### config.mk
export PLATFORM = sky130hd
export DESIGN_NAME = cyclic_async_buffer_manager
export DESIGN_NICKNAME = d
export VERILOG_FILES = /design/src/sv/cab_pkg.sv /design/src/sv/cab_ram.sv /design/src/sv/cab_ctrl.sv /design/src/sv/cab_datapath.sv /design/src/sv/cyclic_async_buffer_manager.sv
export SDC_FILE = /design/constraint.sdc
export NUM_CORES = 1
export LEC_CHECK = 0
export ABC_AREA = 0
export BUFFER_PORTS_ARGS = -buffer_cell sky130_fd_sc_hd__clkbuf_2
export CORE_MARGIN = 8
export CORE_UTILIZATION = 56
export DETAILED_ROUTE_END_ITERATION = 7
export GPL_TIMING_DRIVEN = 0
export HOLD_SLACK_MARGIN = 0.15
export PLACE_DENSITY = 0.8
export SLEW_MARGIN = 15
export SYNTH_ARGS = -nofsm -noshare
export SYNTH_HDL_FRONTEND = slang
export SYNTH_SLANG_ARGS = --single-unit
### constraint.sdc
create_clock -name clk -period 2.5 [get_ports clk]
set_input_delay 0.25 -clock clk [delete_from_list [all_inputs] [get_ports clk]]
set_output_delay 0.25 -clock clk [all_outputs]
set_load 0.02 [all_outputs]
### src/sv/cab_pkg.sv
// ----------------------------------------------------------------------------
// cab_pkg: shared definitions of the cyclic asynchronous buffer manager
// Request kinds, status codes, field widths and the controller command word.
// ----------------------------------------------------------------------------
package cab_pkg;

	localparam int NUM_BUFFERS_DEF = 8;
	localparam int USE_WIDTH_DEF   = 8;

	localparam int KIND_W = 2;
	localparam int IDX_W  = 3;
	localparam int STAT_W = 2;

	typedef enum logic [KIND_W-1:0] {
		KIND_RESERVE = 2'd0,
		KIND_PUT     = 2'd1,
		KIND_GET     = 2'd2,
		KIND_RELEASE = 2'd3
	} kind_t;

	typedef enum logic [STAT_W-1:0] {
		STAT_OK        = 2'd0,
		STAT_EMPTY     = 2'd1,
		STAT_NO_MSG    = 2'd2,
		STAT_UNDERFLOW = 2'd3
	} status_t;

	typedef struct packed {
		logic load;
		logic exec;
	} cab_cmd_t;

endpackage

### src/sv/cab_ram.sv
// ----------------------------------------------------------------------------
// cab_ram: generic single write port, single read port RAM
// One write and one registered read per cycle.
// ----------------------------------------------------------------------------
module cab_ram #(
	parameter int WIDTH = 8,
	parameter int DEPTH = 8
) (
	input  logic                                   clk,
	input  logic                                   we,
	input  logic [(DEPTH > 1 ? $clog2(DEPTH) : 1)-1:0] waddr,
	input  logic [WIDTH-1:0]                       wdata,
	input  logic                                   re,
	input  logic [(DEPTH > 1 ? $clog2(DEPTH) : 1)-1:0] raddr,
	output logic [WIDTH-1:0]                       rdata
);

	logic [WIDTH-1:0] mem_q [DEPTH];

	always_ff @(posedge clk) begin
		if (we) begin
			mem_q[waddr] <= wdata;
		end
		if (re) begin
			rdata <= mem_q[raddr];
		end
	end

endmodule

### src/sv/cab_ctrl.sv
// ----------------------------------------------------------------------------
// cab_ctrl: request sequencer
// Takes a word in the idle state and runs its write-back in the next cycle.
// ----------------------------------------------------------------------------
module cab_ctrl (
	input  logic              clk,
	input  logic              arst_n,
	input  logic              start,
	output logic              busy,
	output cab_pkg::cab_cmd_t cmd
);

	import cab_pkg::*;

	typedef enum logic [1:0] {
		ST_IDLE = 2'b01,
		ST_EXEC = 2'b10
	} state_t;

	state_t state_q, state_d;

	always_comb begin
		state_d = state_q;
		unique case (state_q)
			ST_IDLE: begin
				if (start) state_d = ST_EXEC;
			end
			ST_EXEC: begin
				state_d = ST_IDLE;
			end
			default: state_d = ST_IDLE;
		endcase
	end

	always_ff @(posedge clk or negedge arst_n) begin
		if (!arst_n) begin
			state_q <= ST_IDLE;
		end else begin
			state_q <= state_d;
		end
	end

	assign busy     = (state_q != ST_IDLE);
	assign cmd.load = start && (state_q == ST_IDLE);
	assign cmd.exec = (state_q == ST_EXEC);

endmodule

### src/sv/cab_datapath.sv
// ----------------------------------------------------------------------------
// cab_datapath: free list, use counts and latest message buffer
// Reads the link and count memories on load, writes them back on exec.
// ----------------------------------------------------------------------------
module cab_datapath #(
	parameter int NUM_BUFFERS = cab_pkg::NUM_BUFFERS_DEF,
	parameter int USE_WIDTH   = cab_pkg::USE_WIDTH_DEF
) (
	input  logic                       clk,
	input  logic                       arst_n,
	input  cab_pkg::cab_cmd_t          cmd,
	input  logic [cab_pkg::KIND_W-1:0] kind,
	input  logic [cab_pkg::IDX_W-1:0]  buffer_index,
	output logic                       done,
	output logic [cab_pkg::IDX_W-1:0]  result_index,
	output logic [cab_pkg::STAT_W-1:0] status
);

	import cab_pkg::*;

	localparam int IW = $clog2(NUM_BUFFERS);
	localparam int LW = $clog2(NUM_BUFFERS + 1);
	localparam logic [USE_WIDTH-1:0] USE_MAX  = '1;
	localparam logic [LW-1:0]        LINK_END = LW'(NUM_BUFFERS);

	// Architectural state
	logic [IW-1:0]          free_head_q, free_head_d;
	logic                   free_valid_q, free_valid_d;
	logic [IW-1:0]          latest_q, latest_d;
	logic                   latest_valid_q, latest_valid_d;
	logic [NUM_BUFFERS-1:0] uc_vld_q;
	logic [NUM_BUFFERS-1:0] nf_vld_q;

	// Request held over the execute cycle
	kind_t                  kind_q;
	logic [IDX_W-1:0]       idx_q;
	logic [IW-1:0]          uc_addr_q;
	logic                   ucv_q;
	logic                   nfv_q;

	logic                   done_q;
	logic [IDX_W-1:0]       res_q;
	status_t                st_q;

	// Memory ports
	logic [IW-1:0]          uc_raddr;
	logic [USE_WIDTH-1:0]   uc_rdata, uc_wdata;
	logic                   uc_we;
	logic [LW-1:0]          nf_rdata, nf_wdata;
	logic [IW-1:0]          nf_waddr;
	logic                   nf_we;

	// Execute logic
	logic                   b_ok;
	logic [IW-1:0]          b_ix;
	logic                   is_latest;
	logic [USE_WIDTH-1:0]   uc;
	logic [LW-1:0]          nx;
	logic                   push;
	logic [IW-1:0]          push_ix;
	logic [IDX_W-1:0]       res_d;
	status_t                st_d;

	assign uc_raddr = (kind_t'(kind) == KIND_RELEASE) ? IW'(buffer_index) : latest_q;

	cab_ram #(
		.WIDTH(USE_WIDTH),
		.DEPTH(NUM_BUFFERS)
	) u_use_ram (
		.clk  (clk),
		.we   (uc_we),
		.waddr(uc_addr_q),
		.wdata(uc_wdata),
		.re   (cmd.load),
		.raddr(uc_raddr),
		.rdata(uc_rdata)
	);

	cab_ram #(
		.WIDTH(LW),
		.DEPTH(NUM_BUFFERS)
	) u_link_ram (
		.clk  (clk),
		.we   (nf_we),
		.waddr(nf_waddr),
		.wdata(nf_wdata),
		.re   (cmd.load),
		.raddr(free_head_q),
		.rdata(nf_rdata)
	);

	// An entry never written holds its reset value: a zero count, or a link
	// to the following buffer.
	assign uc = ucv_q ? uc_rdata : '0;
	assign nx = nfv_q ? nf_rdata : (LW'(free_head_q) + LW'(1));

	assign b_ok      = (32'(idx_q) < NUM_BUFFERS);
	assign b_ix      = IW'(idx_q);
	assign is_latest = latest_valid_q && b_ok && (b_ix == latest_q);

	always_comb begin
		free_head_d    = free_head_q;
		free_valid_d   = free_valid_q;
		latest_d       = latest_q;
		latest_valid_d = latest_valid_q;
		uc_we          = 1'b0;
		uc_wdata       = uc;
		push           = 1'b0;
		push_ix        = b_ix;
		res_d          = '0;
		st_d           = STAT_OK;
		unique case (kind_q)
			KIND_RESERVE: begin
				if (!free_valid_q) begin
					st_d = STAT_EMPTY;
				end else begin
					res_d = IDX_W'(free_head_q);
					if (32'(nx) < NUM_BUFFERS) begin
						free_head_d = IW'(nx);
					end else begin
						free_head_d  = '0;
						free_valid_d = 1'b0;
					end
				end
			end
			KIND_PUT: begin
				if (b_ok && !is_latest) begin
					if (latest_valid_q && (uc == '0)) begin
						push    = 1'b1;
						push_ix = latest_q;
					end
					latest_d       = b_ix;
					latest_valid_d = 1'b1;
				end
			end
			KIND_GET: begin
				if (!latest_valid_q) begin
					st_d = STAT_NO_MSG;
				end else begin
					uc_we    = 1'b1;
					uc_wdata = (uc != USE_MAX) ? uc + USE_WIDTH'(1) : uc;
					res_d    = IDX_W'(latest_q);
				end
			end
			KIND_RELEASE: begin
				if (b_ok) begin
					if (uc == '0) begin
						st_d = STAT_UNDERFLOW;
					end else begin
						uc_we    = 1'b1;
						uc_wdata = uc - USE_WIDTH'(1);
						if ((uc == USE_WIDTH'(1)) && !is_latest) begin
							push    = 1'b1;
							push_ix = b_ix;
						end
					end
				end
			end
			default: ;
		endcase
		// Pushing links the buffer in front of the current head.
		if (push) begin
			free_head_d  = push_ix;
			free_valid_d = 1'b1;
		end
		uc_we = uc_we && cmd.exec;
	end

	assign nf_we    = push && cmd.exec;
	assign nf_waddr = push_ix;
	assign nf_wdata = free_valid_q ? LW'(free_head_q) : LINK_END;

	always_ff @(posedge clk or negedge arst_n) begin
		if (!arst_n) begin
			free_head_q    <= '0;
			free_valid_q   <= 1'b1;
			latest_q       <= '0;
			latest_valid_q <= 1'b0;
			uc_vld_q       <= '0;
			nf_vld_q       <= '0;
			done_q         <= 1'b0;
		end else begin
			done_q <= cmd.exec;
			if (cmd.exec) begin
				free_head_q    <= free_head_d;
				free_valid_q   <= free_valid_d;
				latest_q       <= latest_d;
				latest_valid_q <= latest_valid_d;
			end
			if (uc_we) uc_vld_q[uc_addr_q] <= 1'b1;
			if (nf_we) nf_vld_q[nf_waddr]  <= 1'b1;
		end
	end

	always_ff @(posedge clk) begin
		if (cmd.load) begin
			kind_q    <= kind_t'(kind);
			idx_q     <= buffer_index;
			uc_addr_q <= uc_raddr;
			ucv_q     <= uc_vld_q[uc_raddr];
			nfv_q     <= nf_vld_q[free_head_q];
		end
		if (cmd.exec) begin
			res_q <= res_d;
			st_q  <= st_d;
		end
	end

	assign done         = done_q;
	assign result_index = res_q;
	assign status       = st_q;

endmodule

### src/sv/cyclic_async_buffer_manager.sv
// ----------------------------------------------------------------------------
// cyclic_async_buffer_manager: cyclic asynchronous buffer pool manager
// Free list, per-buffer use counts and latest message for one writer and
// many readers.
// ----------------------------------------------------------------------------
// A request word is taken when start is high and busy is low. The block then
// spends one cycle busy: the accepting edge reads the link and use-count
// memories, and the following edge writes them back and registers the
// result. The result appears with done for exactly one cycle, starting at the
// first edge after acceptance, and cannot be held off; a new request may be
// taken at the edge that ends that cycle, so the block sustains one request
// every two cycles, set by the registered read of the two memories. No
// clearing pass is needed after reset: per-entry valid bits supply the reset
// contents.
module cyclic_async_buffer_manager #(
	parameter int NUM_BUFFERS = cab_pkg::NUM_BUFFERS_DEF,
	parameter int USE_WIDTH   = cab_pkg::USE_WIDTH_DEF
) (
	input  logic                       clk,
	input  logic                       arst_n,
	input  logic                       start,
	output logic                       busy,
	input  logic [cab_pkg::KIND_W-1:0] kind,
	input  logic [cab_pkg::IDX_W-1:0]  buffer_index,
	output logic                       done,
	output logic [cab_pkg::IDX_W-1:0]  result_index,
	output logic [cab_pkg::STAT_W-1:0] status
);

	import cab_pkg::*;

	cab_cmd_t cmd;

	cab_ctrl u_ctrl (
		.clk   (clk),
		.arst_n(arst_n),
		.start (start),
		.busy  (busy),
		.cmd   (cmd)
	);

	cab_datapath #(
		.NUM_BUFFERS(NUM_BUFFERS),
		.USE_WIDTH  (USE_WIDTH)
	) u_datapath (
		.clk         (clk),
		.arst_n      (arst_n),
		.cmd         (cmd),
		.kind        (kind),
		.buffer_index(buffer_index),
		.done        (done),
		.result_index(result_index),
		.status      (status)
	);

endmodule

==> impl_results.md, run 1 <==
- Outcome: finished with violations
- Violated checks: negative setup slack
- Site Rows: 40
- Clock share of power: 34.2%
- NetSw: 2.00 mW
- Fin crit share: 102%
- Synth Area in Adders: 0.734%
- CTS buffer count: 17
- LEAKAGE: 3.16 nW
- DRT iter0 DRCs: 260
- Fin Clk Skew: around 7.4 ps
- Post-synthesis sequential area ratio: 64.1%
- GR Overflow Total: 0
- Worst hold slack: about 400 ps
- Total wire length: ~15 mm
- Total GRT Usage: about a fifth
- Synth warn: 0
- Clock transition at path regs: 60 ps
- Root buf cell: clkbuf_16
- Mux cell area share after synthesis: 15.7%
- Min Tclk post-route: 2560 ps
- CTS tree: yes
- Worst-case vdd ir drop: 959 uV
- Final ANT Viol Nets: 0
- H-tree Lvls: 4
- Layout cells sized above 1: roughly 33%
- Area leader, netlist: edfxtp_1
- Clock buffer depth: 2
- Commonest register cell after synthesis: edfxtp_1
- CP Class: reg -> reg
- Synth-to-Final Area Change: 23.5%
- Seq pwr share: a little over two fifths
- R2R cell count: 10
- Worst path max stage delay: roughly 560 ps
- CP arrival: 2680 ps
- Starting Density: 57.0%
- Ys async rst share: 18.0%
- Final #Nets: 558
- Setup violations, final: 52
- RSZ-0062 raised after global routing: true
- Drt pass-1 iters: 5
- Cell Area, Placed: 0.00713 mm^2
- DIE AREA: 0.0160 mm^2
- P per Cell Area: approximately 840 mW/mm^2
- First-pass GRT wire length: between 20 and 25 mm
- Final Hold Fails: 0
- Worst slew margin: 37.4%
- Wire per inst: approximately 21 um
- Top-count cell post-synth: edfxtp_1
- Via density: 6.08
- Synth Area in XOR/XNOR: 0.899%
- Post-synthesis register bit count: 150
- Largest net degree at the start of global routing: 28
- Worst setup path startpoint: u_datapath.ucv_q$_DFFE_PP_
- Final WS setup: -56.8 ps
- Cell internal pwr: 5.10 mW
- CP Max Fanout: 7
- Worst reg-to-reg setup slack: -60 ps
- Fraction of the mapped netlist area in simple logic gates: 7.89%
- Post-synthesis cell type count: 60
- Post-synth top cells: edfxtp_1, mux2i_1, nand2_1, dfrtp_1, nor2_1
- Sw frac: 28.2%
- Top cells by area, synth: edfxtp_1, dfrtp_1, mux2i_1, mux2_2, mux4_2
- Die Y: around 130 um
- Critical path, cell by cell: buf_6 > nand2_8 > ha_4 > buf_6 > nor2b_4 > nand3_2 > or4b_4 > o32a_1 > buf_6 > nor2_4
- Clk_lat worst skew: 430 ps
- Mapped cell area: 0.00682 mm^2
- Slowest-stage cell, CP: or4b_4
- Max frequency: 0.391 GHz
- HP Class: in -> async
- Synth top area share: 54.2%
- Worst R2R Start: u_datapath.ucv_q$_DFFE_PP_
- Worst EP required: 2630 ps
- Port bufs: 14
- Placer Congestion: approximately 0.87
- Worst setup EP type: flip-flop
- Maxcap violations: 0
- Syn Inst Count: 475
- Post-DP HPWL: 9.31 mm
- Avg Cell Area, Syn: ~14 um^2
- Number of synthesized flops with an enable pin: 123
- RR Endpoint: u_datapath.u_link_ram.mem_q[4][0]$_DFFE_PP_
- Tot Pwr: 7.11 mW
- Worst slew pin tran: 938 ps
- Vias in the first global route: 4450
- Sum Neg Setup Slack: -1070 ps
- IO Count: 15
- Synth Area in Compound Gates: under 10%
- Number of vias in the routed layout: 4294
- Number of diodes: 0
- Pre-CTS setup slack: -816 ps
- Max-slew violation count: 0
- Largest family of logic cells by synthesized area: multiplexers
- Clock sink count: 150
- Design Area, Final: 0.00842 mm^2
- Post-route DRC: 0
- Core Area: roughly 0.012 mm^2
- Initial antenna violation count: 0
- Mapped Nets: roughly 490
- Comb pwr share: 23.0%
- Worst setup SP type: flip-flop
- Most used cell, CP: buf_6
- DIE WIDTH: roughly 130 um
-- power by group through the flow --
| stage | Clock [mW] | Sequential (mW) | Combinational [mW] |
|---|---|---|---|
| after floorplan | 0 | 3.06 | 1.02 |
| after CTS | 2.46 | 3.03 | 1.51 |
| after detailed placement | 0 | 3.08 | 1.34 |
| after global placement | 0 | 3.08 | 1.29 |
| final | 2.43 | 3.04 | 1.64 |
| after global routing | 2.56 | 3.05 | 1.75 |
-- layer usage --
metal | wire length, um | track usage [%]
met3 | 635 | 4.65
met4 | 334 | 9.55
met2 | 8130 | 32.9
met5 | 0 | 0
met1 | 5960 | 21.5
-- worst max-delay path by stage --
stage               slack [ps]  cells after the start                                           to
CTS                        -10                     10  u_datapath.u_link_ram.mem_q[2][3]$_DFFE_PP_
finish                     -60                     10  u_datapath.u_link_ram.mem_q[4][0]$_DFFE_PP_
detailed placement        -820                      8   u_datapath.u_use_ram.mem_q[4][6]$_DFFE_PP_
floorplan                    8                     10  u_datapath.u_link_ram.mem_q[0][0]$_DFFE_PP_
global route               -90                     10   u_datapath.u_use_ram.mem_q[0][2]$_DFFE_PP_
global placement          -730                      8   u_datapath.u_use_ram.mem_q[4][6]$_DFFE_PP_
-- critical path: cells and delay by family (launching register included) --
family / cells / cell delay [ps]
adder cells (fa/ha/maj): 1 / 180
flip-flops: 1 / 430
AND/OR/NAND/NOR: 5 / 1000
AO/OA/AOI/OAI: 1 / 190
buffers and inverters: 3 / 460
-- cell usage in the layout (no fill, tap or decap), types with 4 or more instances in the layout --
master	netlist	routed
nor3_1	8	4
a21oi_1	9	8
buf_2	10	5
o21bai_1	8	8
inv_1	18	16
nor3_4	0	4
nor2_1	23	11
clkinv_2	0	5
mux2_2	21	20
buf_12	0	7
edfxtp_1	123	123
xor2_1	4	4
mux2i_1	61	58
nand2_1	29	25
clkbuf_2	0	17
and2_1	4	4
o21bai_2	4	4
nor2_4	0	12
dfrtp_1	25	25
o31ai_1	8	5
nand4_1	4	4
buf_6	3	5
nand3_1	11	10
or3_1	6	5
mux4_2	10	10
dlygate4sd3_1	0	7
buf_4	1	25
clkbuf_16	0	17
clkbuf_1	12	11
nor2b_1	5	4
o21ai_0	14	12
clkbuf_4	0	4
-- state kept, by name, summed over array words and instances, names as in the netlist, 2 cells and up --
signal                       cells
u_datapath.u_use_ram.mem_q      64
u_datapath.u_link_ram.mem_q     32
u_datapath.nf_vld_q              8
u_datapath.u_use_ram.rdata       8
u_datapath.uc_vld_q              8
u_datapath.u_link_ram.rdata      4
u_datapath.b_ix                  3
u_datapath.free_head_q           3
u_datapath.latest_q              3
u_datapath.result_index          3
u_datapath.uc_addr_q             3
u_ctrl.state_q                   2
u_datapath.kind_q                2
u_datapath.status                2
-- kinds of logic (layout without fill, tap and decap cells) --
family                     after synthesis  in the layout
DFF                                    150            150
adders and majority gates                4              4
buffers and inverters                   47            131
muxes                                   92             92
AOI/OAI and AO/OA                       67             67
and+or+nand+nor                        108            108
xor gates and xnor gates                 7              7
-- stage by stage --
step,cells,utilization (%)
3_3_place_gp,636,59.6
4_1_cts,699,68.8
2_1_floorplan,475,-
6_report,706,70.4
3_5_place_dp,636,59.6
5_1_grt,706,70.4
-- cell type report --
type,instances,area [um^2]
Fill cell,689,3540
Inverter,19,75.1
Buffer,26,149
Multi-Input combinational cell,278,2590
Clock inverter,12,128
Sequential cell,150,4370
Tap cell,147,184
Clock buffer,20,437
Timing Repair Buffer,54,483
-- timing repair --
item / in CTS / in global routing
setup endpoints to repair: 177 / 164
pin swaps: 10 / 9
gates resized for setup: 48 / 25
buffers inserted: 25 / 9
hold buffers: 7 / 0
hold endpoints to repair: 32 / 0
Note: power is estimated with default switching activity, not from simulation.
==> run 2, diff against run 1 <==
- CORE_ASPECT_RATIO: unset -> 0.5
==> run 2 against run 1 <==
The flow now finishes without violations. Count of clock-buffer cells in the layout fell by 3. Sequential cell count stayed put. Via count is 0.54% lower. Power increased by 0.59%. Worst setup slack improved by 62 ps. First-iteration DRC count up 98%. Maximum frequency up 2.5%. Largest power group unchanged. Highest routed layer unchanged.
==> impl_results.md, run 2 (synthesis results as in run 1) <==
- Outcome: completed
- Area of the multi-input gates: 0.00252 mm^2
- Worst slew pin tran: 1010 ps
- HP Class: in -> async
- Final ANT Viol Nets: 0
- CP arrival: 2670 ps
- Worst setup SP type: flip-flop
- CTS tree: yes
- Vias in the first global route: between 4k and 5k
- Number of flip-flops under the largest register name: between 60 and 70
- DP Cell Count: between 600 and 700
- Maxcap violations: 0
- FILL cells: ~740
- Area occupied by registers: 0.00437 mm^2
- Final #Nets: 547
- CP Max Fanout: 8
- Fin crit share: 99.8%
- Pre-CTS setup slack: -575 ps
- DR WL met3: slightly below 900 um
- First-pass GRT wire length: about 24 mm
- CP Class: reg -> reg
- Max frequency: 0.401 GHz
- Final Hold Fails: 0
- Root buf cell: clkbuf_16
- Clock transition at path regs: roughly 60 ps
- Total GRT Usage: 19.3%
- Worst setup EP type: flip-flop
- IO Count: 15
- Worst-case vdd ir drop: 524 uV
- Clk_lat worst skew: 410 ps
- Final WS setup: ~5.5 ps
- Top reg by flops: u_datapath.u_use_ram.mem_q
- Most frequent cells in the layout: edfxtp_1, mux2i_1, nand2_1, dfrtp_1, mux2_2
- Sum Neg Setup Slack: 0 ps
- CTS buffer count: 17
- Layout cells sized above 1: 30.1%
- Core Area: 0.0118 mm^2
- Worst R2R Start: u_datapath.u_use_ram.rdata[4]$_DFFE_PP_
- Number of vias in the routed layout: 4271
- H-tree Lvls: 4
- Max-slew violation count: 0
- Final std cells w/o fill: roughly 710
- Worst reg-to-reg setup slack: around 5.5 ps
- DRT iter0 DRCs: 515
- Setup violations, final: 0
- Fin Clk Skew: 6.99 ps
- Top Layer Used: met4
- GR Overflow Total: 0
- Min Tclk post-route: approximately 2500 ps
- Finished Core Util: a little over two thirds
- Starting Density: between 50% and 60%
- Synth-to-Final Area Change: 21.6%
- Worst EP required: 2680 ps
- LEAKAGE: 3.11 nW
- Post-DP HPWL: 9.23 mm
- Number of diodes: 0
- Via density: 5.99
- R2R cell count: 6
- Site Rows: 28
- Placer Congestion: 0.893
- DIE AREA: 0.0162 mm^2
- Drt pass-1 iters: 5
- Largest regs: u_datapath.u_use_ram.mem_q x64, u_datapath.u_link_ram.mem_q x32
- P per Cell Area: approximately 860 mW/mm^2
- Die Y: 94.0 um
- Clock sink count: 150
- Commonest non-fill, non-tap cell in the layout: edfxtp_1
- DIE WIDTH: roughly 170 um
- Worst slew margin: 32.4%
- RSZ-0062 raised after global routing: true
- Initial antenna violation count: 0
- Total wire length: around 15 mm
- Largest net degree at the start of global routing: 28
- RR Endpoint: u_datapath.u_use_ram.mem_q[6][3]$_DFFE_PP_
- Post-route DRC: 0
- Routed wl met2: 7.32 mm
- Clock buffer depth: 2
- Wire per inst: 20.7 um
- Port bufs: 14
- Metal-1 WL: 6.32 mm
==> run 2: cell types whose count changed in the layout (fill, tap and decap cells not counted), moves of 3 or more <==
cell	previous run	this run
clkbuf_1	11	8
clkinv_2	5	2
buf_4	25	16
inv_6	2	5
==> run 2: final cells by class <==
type,count,area share [%]
Buffer,27,1.98
Clock buffer,17,5.13
Clock inverter,15,2.04
Inverter,19,0.906
Multi-Input combinational cell,278,30.4
Sequential cell,150,52.7
Tap cell,165,2.49
Timing Repair Buffer,42,4.35
==> run 2: worst max path at each step <==
stage	slack (ps)	endpoint	startpoint	depth (start not counted)
after detailed placement	-580	u_datapath.u_use_ram.mem_q[1][0]$_DFFE_PP_	u_datapath.ucv_q$_DFFE_PP_	9
after CTS	4	u_datapath.u_link_ram.mem_q[0][0]$_DFFE_PP_	u_datapath.u_use_ram.rdata[2]$_DFFE_PP_	8
after floorplan	8	u_datapath.u_link_ram.mem_q[0][0]$_DFFE_PP_	u_datapath.ucv_q$_DFFE_PP_	10
after global placement	-850	u_datapath.u_use_ram.mem_q[6][7]$_DFFE_PP_	u_datapath.ucv_q$_DFFE_PP_	8
after global routing	-80	u_datapath.u_use_ram.mem_q[6][1]$_DFFE_PP_	u_datapath.u_use_ram.rdata[5]$_DFFE_PP_	7
final	6	u_datapath.u_use_ram.mem_q[6][3]$_DFFE_PP_	u_datapath.u_use_ram.rdata[4]$_DFFE_PP_	6
==> run 2: timing repair <==
action / in CTS / in global routing
setup buffers: 11 / 10
hold buffers: 7 / 0
hold endpoints to repair: 32 / 0
endpoints found under the setup margin: 169 / 163
resized for setup: 40 / 16
pin swaps: 6 / 7
==> run 2: worst max-delay path, cell delays in order, from the launching register on <==
cell and delay [ps]:
edfxtp_1 480, o41a_1 500, o31ai_2 410, o21ai_1 260, nand2_2 310, nor3_4 80
buf_4 200
==> run 2: power breakdown <==
| group | switching, mW | total [mW] | internal [mW] |
|---|---|---|---|
| clock network | 1.07 | 2.56 | 1.50 |
| registers | 0.100 | 3.04 | 2.94 |
| logic | 0.906 | 1.55 | 0.641 |
| total | 2.07 | 7.15 | 5.08 |
==> run 2: metal layers <==
metal	track usage (%)	vias to the layer above
li1	-	1933
met1	24.5	2146
met2	32.7	161
met3	3.77	31
met4	6.84	0
met5	0	-
==> run 2: through the flow <==
stage               power, mW  hold slack, ps  instance area, um^2
finish                   7.15             436                 8290
floorplan                4.08           -45.6                 6880
detailed placement       4.45             335                 7180
global route             7.39             482                 8290
global placement         4.40             321                 7160
CTS                      7.10             432                 8100
==> run 3, diff against run 2 <==
- CORE_ASPECT_RATIO: 0.5 -> 0.75
==> run 3 against run 2 <==
First-iteration DRC count decreased by 13%. Count of clock-buffer cells in the layout increased by 1. Sequential share of layout area decreased by 0.62 points. Cell count increased by 0.56%. The run now ends with negative setup slack left. Worst hold slack got worse by 30 ps.
==> impl_results.md, run 3 (synthesis results as in run 1) <==
- Outcome: finished with violations
- Violated checks: negative setup slack
- Initial antenna violation count: 0
- Layout cells sized above 1: 31.2%
- Total wire length: around 16 mm
- Post-DP HPWL: 9.48 mm
- Final WS setup: -60.9 ps
- Fin crit share: 102%
- Area occupied by registers: between 0.004 and 0.005 mm^2
- Starting Density: 56.4%
- Vias in the first global route: 4264
- Sum Neg Setup Slack: -724 ps
- Fin Clk Skew: 11.6 ps
- Commonest non-fill, non-tap cell in the layout: edfxtp_1
- Worst setup EP type: flip-flop
- CP Class: reg -> reg
- Clk_lat worst skew: about 420 ps
- Via density: 6.05
- RSZ-0062 raised after global routing: true
- HP Class: in -> async
- IO Count: 15
- CTS tree: yes
- Area of the multi-input gates: 0.00257 mm^2
- Setup violations, final: 19
- DIE WIDTH: 143 um
- FILL cells: roughly 790
- CP arrival: 2670 ps
- Largest net degree at the start of global routing: 28
- DP Cell Count: 655
- Port bufs: 14
- CP Max Fanout: 7
- GR Overflow Total: 0
- Final #Nets: 550
- Wire per inst: 21.7 um
- Clock sink count: 150
- Worst setup SP type: flip-flop
- Cell Area, Placed: 0.00717 mm^2
- Max-slew violation count: 0
- Synth-to-Final Area Change: 23.0%
- Drt pass-1 iters: 4
- Final ANT Viol Nets: 0
- Number of flip-flops under the largest register name: 64
- Post-route DRC: 0
- Final Hold Fails: 0
- Top reg by flops: u_datapath.u_use_ram.mem_q
- Total GRT Usage: 19.0%
- Pre-CTS setup slack: -714 ps
- LEAKAGE: about 3.1 nW
- Worst slew pin tran: roughly 990 ps
- Maxcap violations: 0
- Site Rows: 35
- Clock buffer depth: 2
- Die Y: about 110 um
- Number of diodes: 0
- DRT iter0 DRCs: 448
- Final std cells w/o fill: 717
- Max frequency: slightly below 0.4 GHz
- Worst hold slack: 406 ps
- Min Tclk post-route: 2560 ps
- P per Cell Area: between 800 and 900 mW/mm^2
- CTS buffer count: 17
- Number of vias in the routed layout: around 4.3k
- DIE AREA: 0.0160 mm^2
- Largest regs: u_datapath.u_use_ram.mem_q x64, u_datapath.u_link_ram.mem_q x32
- Design Area, Final: 0.00839 mm^2
- Core Area: 0.0121 mm^2
- Worst EP required: 2610 ps
- H-tree Lvls: 4
- Worst slew margin: 34.0%
- Most frequent cells in the layout: edfxtp_1, mux2i_1, nand2_1, dfrtp_1, mux2_2
- Root buf cell: clkbuf_16
- Worst-case vdd ir drop: about 560 uV
- Placer Congestion: about 0.90
- Clock transition at path regs: 70 ps
- First-pass GRT wire length: around 23 mm
[run 3: cell types whose count changed in the layout (fill, tap and decap cells not counted), sizes merged]
cell      delta
buf          +5
clkinvlp     -2
inv          +1
clkbuf       -1
[run 3: critical path, stage by stage, from the launching register on]
cell and delay [ps]:
edfxtp_1 440, buf_6 180, nand2_8 80, ha_4 160, and3b_1 200, nand2_1 70
or3_1 330, buf_6 160, o32a_1 300, buf_6 160, nor2_4 160
[run 3: layer usage]
layer | global-route usage, % | share of wire (%) | vias to the layer above
met5 | 0 | 0 | -
met4 | 7.34 | 1.9 | 0
met2 | 29.6 | 49 | 164
met1 | 25.7 | 44 | 2198
met3 | 4.02 | 5.7 | 32
li1 | - | - | 1947
[run 3: where the power goes]
part | leakage (nW) | internal, mW | total (mW) | switching [mW]
sequential | 1.45 | 2.94 | 3.04 | 0.102
clock | 0.301 | 1.52 | 2.65 | 1.12
combinational | 1.39 | 0.670 | 1.62 | 0.949
[run 3: worst paths after layout]
kind | startpoint | end | slack [ps] | cells past startpoint
max reg2reg | u_datapath.ucv_q$_DFFE_PP_ | u_datapath.u_link_ram.mem_q[2][3]$_DFFE_PP_ | -60 | 10
min in group clk | u_datapath.nf_vld_q[4]$_DFFE_PN0N_ | u_datapath.nf_vld_q[4]$_DFFE_PN0N_ | 480 | 1
min reg2reg | u_datapath.nf_vld_q[4]$_DFFE_PN0N_ | u_datapath.nf_vld_q[4]$_DFFE_PN0N_ | 480 | 1
min | arst_n | u_datapath.uc_vld_q[2]$_DFFE_PN0P_ | 410 | 2
max in group asynchronous | arst_n | u_datapath.nf_vld_q[7]$_DFFE_PN0N_ | 1630 | 2
max | u_datapath.ucv_q$_DFFE_PP_ | u_datapath.u_link_ram.mem_q[2][3]$_DFFE_PP_ | -60 | 10
[run 3: final cells by class]
cell class	count	share of cell area (%)
flip-flops and latches	150	52.1
multi-input cells	278	30.7
inverters	19	0.895
plain buffers	27	1.85
clock inverters	14	2.18
well taps	166	2.48
repair buffers	45	4.71
clock buffers	18	5.12
[run 3: what timing repair did]
action	in CTS	in global routing
setup endpoints to repair	162	168
pin swaps	9	13
hold buffers	7	0
hold endpoints to repair	32	0
resized for setup	33	31
buffers inserted	12	12
[run 3: through the flow]
step	utilization (%)	power, mW
after floorplan	-	4.08
after global placement	59.2	4.38
after detailed placement	59.3	4.43
after CTS	67.3	7.15
after global routing	69.4	7.52
final	69.4	7.31
